==> config.mk <==
export PLATFORM = sky130hd
export DESIGN_NAME = dcss_ram
export DESIGN_NICKNAME = d
export VERILOG_FILES = /design/src/sv/dcss_ram.sv
export SDC_FILE = /design/constraint.sdc
export NUM_CORES = 1
export LEC_CHECK = 0
export CAP_MARGIN = 20
export CORE_UTILIZATION = 35
export DETAILED_ROUTE_END_ITERATION = 12
export DONT_BUFFER_PORTS = 1
export SKIP_LAST_GASP = 1
export SLEW_MARGIN = 20
export SYNTH_ARGS = -nofsm -noshare
export SYNTH_HDL_FRONTEND = slang
export SYNTH_SLANG_ARGS = --single-unit
==> constraint.sdc <==
create_clock -name i_clk -period 1.65 [get_ports i_clk]
set_clock_uncertainty 0.1 [all_clocks]
set_input_delay 0.0825 -clock i_clk [delete_from_list [all_inputs] [get_ports i_clk]]
set_output_delay 0.0825 -clock i_clk [all_outputs]
set_load 0.01 [all_outputs]
==> src/sv/dcss_ram.sv <==
// Generic single-write, single-read RAM with registered read data.
module dcss_ram #(
    parameter  int WIDTH = 8,
    parameter  int DEPTH = 16,
    localparam int AW    = (DEPTH > 1) ? $clog2(DEPTH) : 1
) (
    input  logic             i_clk,
    input  logic             i_we,
    input  logic [AW-1:0]    i_waddr,
    input  logic [WIDTH-1:0] i_wdata,
    input  logic             i_re,
    input  logic [AW-1:0]    i_raddr,
    output logic [WIDTH-1:0] o_rdata
);

    logic [WIDTH-1:0] r_mem [DEPTH];
    logic [WIDTH-1:0] r_rdata;

    // Write, and read the old contents on a same-address collision
    always_ff @(posedge i_clk) begin
        if (i_we) begin
            r_mem[i_waddr] <= i_wdata;
        end
        if (i_re) begin
            r_rdata <= r_mem[i_raddr];
        end
    end

    assign o_rdata = r_rdata;

endmodule

After elaboration in Yosys (flattened, before gate mapping)
Memory sizes are Yosys's and may differ from the RTL's. A register that Yosys moved wholly into a read port is not among the register bits.
Cells that the tools add are included.

word-level totals
  input bits = 19
  bits in latches = 0
  register bits = 0
  memories = 1
  output and inout bits = 8
  memory bits (read-only) = 0
  word-level logic and storage cells = 3
  memory bits (writable) = 128

memories
  name   words  width  rd ports  clocked after Yosys merged registers in  wr ports  line  source
  r_mem  16     8      1         1                                        1         16    logic [WIDTH-1:0] r_mem [DEPTH];

operators by class
  multiplexer cells = 2
  div/mod/pow operators = 0
  multipliers = 0
  reduce and logical (&&, ||, !) cells = 0
  magnitude comparators = 0
  equality and inequality tests = 0
  bitwise operators = 0
  $add $sub $neg = 0
  shift-type cells = 0

operators by type and width
  operator           number
  two-way mux 1 bit  2

Depth between registers and ports, before layout
  depth after elaboration = 2
  mapped depth = 5
  depth with buffers taken out = 3

Least setup slack after synthesis
Ideal clock, no wire load.

  path kind = input -> register
  start = in i_waddr[2]
  end = mem r_mem[0][0], enable pin
  required time = 1167 ps
  setup time = 383 ps
  arrival = 1192 ps
  stages = 2
  setup slack = -25 ps
  path buffers = 0
  path through = or3b_2 > nor3_1

RTL lines
  element             line  source
  start: declaration  9     input logic [AW-1:0] i_waddr,
  end: declaration    16

No word-level cell before the write port.

Worst setup path in the final report
  start = in i_waddr[0]
  end = mem r_mem[7][6], enable pin

No word-level cell before the write port.

==> metrics.yaml <==
final_antenna_net_count: 0
cp-end-kind: "register"
start_kind: "input port"
syn_nets: 248
rsz0062_at_grt: "true"
slew_viol_final: 0
row_count: 44
avgRoutedWirePerCell_um: 22.2
die_area_mm2: 0.0154
syn_inst: 229
rr_worst_depth: 3
post_drt_via_cell_ratio: 5.13
cts.sink_count: 136
period_minus_slack_ns: 1.64
finalWirelength_um: 10500
hold_depth: 3
initialDrtViolationCount: 273
drive_above_1_share: 0.243
status: "complete, but fails checks"
drc: 0
seq_area_frac_synth: 0.781
post_cts_buffers: 0
critPathMaxStageDelay_ns: 0.66
num_io_pins: 27
syn_area_mm2: 0.00523
cp_max_fo: 6
synthTopCellsByArea: "edfxtp_1 (78%), mux4_2 (7.8%), mux4_1 (7.0%), a22oi_1 (2.3%), nor2_1 (0.93%)"
fmax_mhz: 611
dieHeight_um: 124
synthDistinctLibCells: 18
fillers: 1287
dr.pass1.iters: 5
cp.arrival_ns: 1.66
leakagePower_uw: 0.00205
cp_cell_sequence: "dlygate4sd3_1 -> nand2_1 -> nor2_1 -> dlygate4sd3_1"
netlist.area_leader.share: 0.781
crit_type: "in2reg"
max_cap_violations: 0
die_w_um: 124
clk_latency_ns: 0.41
stdcell_count: 473
cp.required_ns: 1.67
avgSynthCellArea_um2: 22.8
hold_path_class: "in2reg"
hold_violations: 3
port_buffers: 0
max_slew.worst_pin.slew_ns: 0.645
final.period_utilization: 0.992
powerDensity_mw_per_mm2: 1210
clk_pin_slew_ns: 0.05
grt_pass1_wl_um: 15500
yosysWarnings: 0
setup_violations: 0
overflow: 0
grt_max_degree: 33
htreeDepth: 4
cts_tree: "done"
track_usage: 0.143
violations: "negative hold slack"
dp.final_hpwl_um: 6180
grt_pass1_vias: 2475
crit_path_top_delay_cell: "dlygate4sd3_1"
vdd_drop_max_v: 0.000782
synthToLayoutAreaGrowth_pct: 19.4
antenna_found_initial: 1
cts_made_buffers: 17
cts_root_buffer: "clkbuf_16"
initial_utilization: 0.360
final_nets: 294
critical_path.most_common_cell: "dlygate4sd3_1"
yosys.area.top_type: "edfxtp_1"
total_power_uw: 7580
ys_ff_latch: 136
routabilityCongestion: 0.689
dp_cells: 422
max_slew_margin: 0.568
holdWs_ns: -0.0115
vias: 2428
coreArea_mm2: 0.0145
clockBufferDepth: 2
## area by class of cell
| type | count | area, µm² | area share |
|---|---|---|---|
| clock inverters | 11 | 82.6 | 0.0132 |
| flip-flops and latches | 136 | 4080 | 0.654 |
| clock buffers | 21 | 440 | 0.0705 |
| multi-input cells | 83 | 1080 | 0.173 |
| well taps | 184 | 230 | 0.0369 |
| diodes | 1 | 2.50 | 0.000401 |
| repair buffers | 37 | 325 | 0.0521 |
## synth_stat cells
library cell / n
a22oi_1: 16
nand3b_1: 2
buf_2: 3
nor2_1: 13
buf_4: 1
clkdlybuf4s25_2: 3
nand2_1: 9
and2_1: 1
mux4_2: 18
mux4_1: 14
buf_6: 3
nor3_1: 4
nor2b_1: 1
nand3_1: 1
edfxtp_1: 136
nand2b_1: 2
and2b_1: 1
or3b_2: 1
## registers in the layout, indices dropped and copies added (netlist names)
register,cells
r_mem,128
o_rdata,8
## worst max-delay path: cells and delay by family
family | cells | cell delay [ns]
simple gates | 2 | 0.35
buf+inv | 2 | 1.23
## what timing repair did
action	4_1_cts	5_1_grt
hold buffers	15	3
gates resized for setup	2	4
pin swaps	0	1
endpoints found under the hold margin	177	5
setup endpoints to repair	2	4
## power breakdown
| part | switching [µW] | internal [µW] |
|---|---|---|
| Combinational | 165 | 151 |
| Sequential | 29.4 | 3900 |
| Clock | 1300 | 2040 |
| Total | 1490 | 6090 |
## cell usage in the layout, fill, tap and decap left out
cell / synthesis / final
dlymetal6s4s_1: 0 / 1
nand2b_1: 2 / 2
and2_1: 1 / 1
dlygate4sd3_1: 0 / 17
buf_4: 1 / 19
diode_2: 0 / 1
bufinv_16: 0 / 1
nor2b_1: 1 / 1
clkinv_2: 0 / 6
clkinv_1: 0 / 2
mux4_1: 14 / 13
mux4_2: 18 / 19
a22oi_2: 0 / 4
clkbuf_1: 0 / 4
and2b_1: 1 / 1
nor3_2: 0 / 1
or3b_2: 1 / 1
nor3_1: 4 / 3
edfxtp_1: 136 / 136
a22oi_1: 16 / 12
clkbuf_16: 0 / 17
clkinvlp_4: 0 / 2
nor2_1: 13 / 13
nand3b_1: 2 / 2
nand3_1: 1 / 1
nand2_1: 9 / 9
## path summary, 6_finish.rpt
check / from / endpoint / slack, ns
worst max-delay path: i_waddr[0] / r_mem[7][6] / 0.01
worst min-delay path: i_raddr[1] / o_rdata[0] / -0.01
worst max register to register: r_mem[1][2] / o_rdata[2] / 0.05
worst min register to register: r_mem[14][7] / o_rdata[7] / 0.63
## metal layers
layer / part of all wire / track usage / vias up
met4: 0.018 / 0.0588 / 0
met5: 0 / 0 / -
met2: 0.43 / 0.191 / 96
met1: 0.47 / 0.208 / 1243
met3: 0.082 / 0.0552 / 14
li1: - / - / 1075
## through the flow
step                      hold slack [ns]  cell area (µm²)  TNS [ns]   util  worst slack [ns]
after floorplan                    0.0814             5230         0      -             0.185
after global placement             0.0823             5520         0  0.380            0.0106
after detailed placement           0.0823             5520  -0.00286  0.380          -0.00286
after CTS                         -0.0669             6200         0  0.427          0.000616
after global routing              0.00140             6240   -0.0393  0.430           -0.0393
final                             -0.0115             6240         0  0.430            0.0130
## kinds of logic (layout without fill, tap and decap cells)
family | after synthesis | count (layout) | share of synthesized area
other cells | 0 | 1 | 0
flops | 136 | 136 | 0.781
mux | 32 | 32 | 0.148
simple gates | 35 | 35 | 0.0314
buf+inv | 10 | 69 | 0.0165
compound gates | 16 | 16 | 0.0230
No activity file was read; power rests on OpenSTA's default activity.
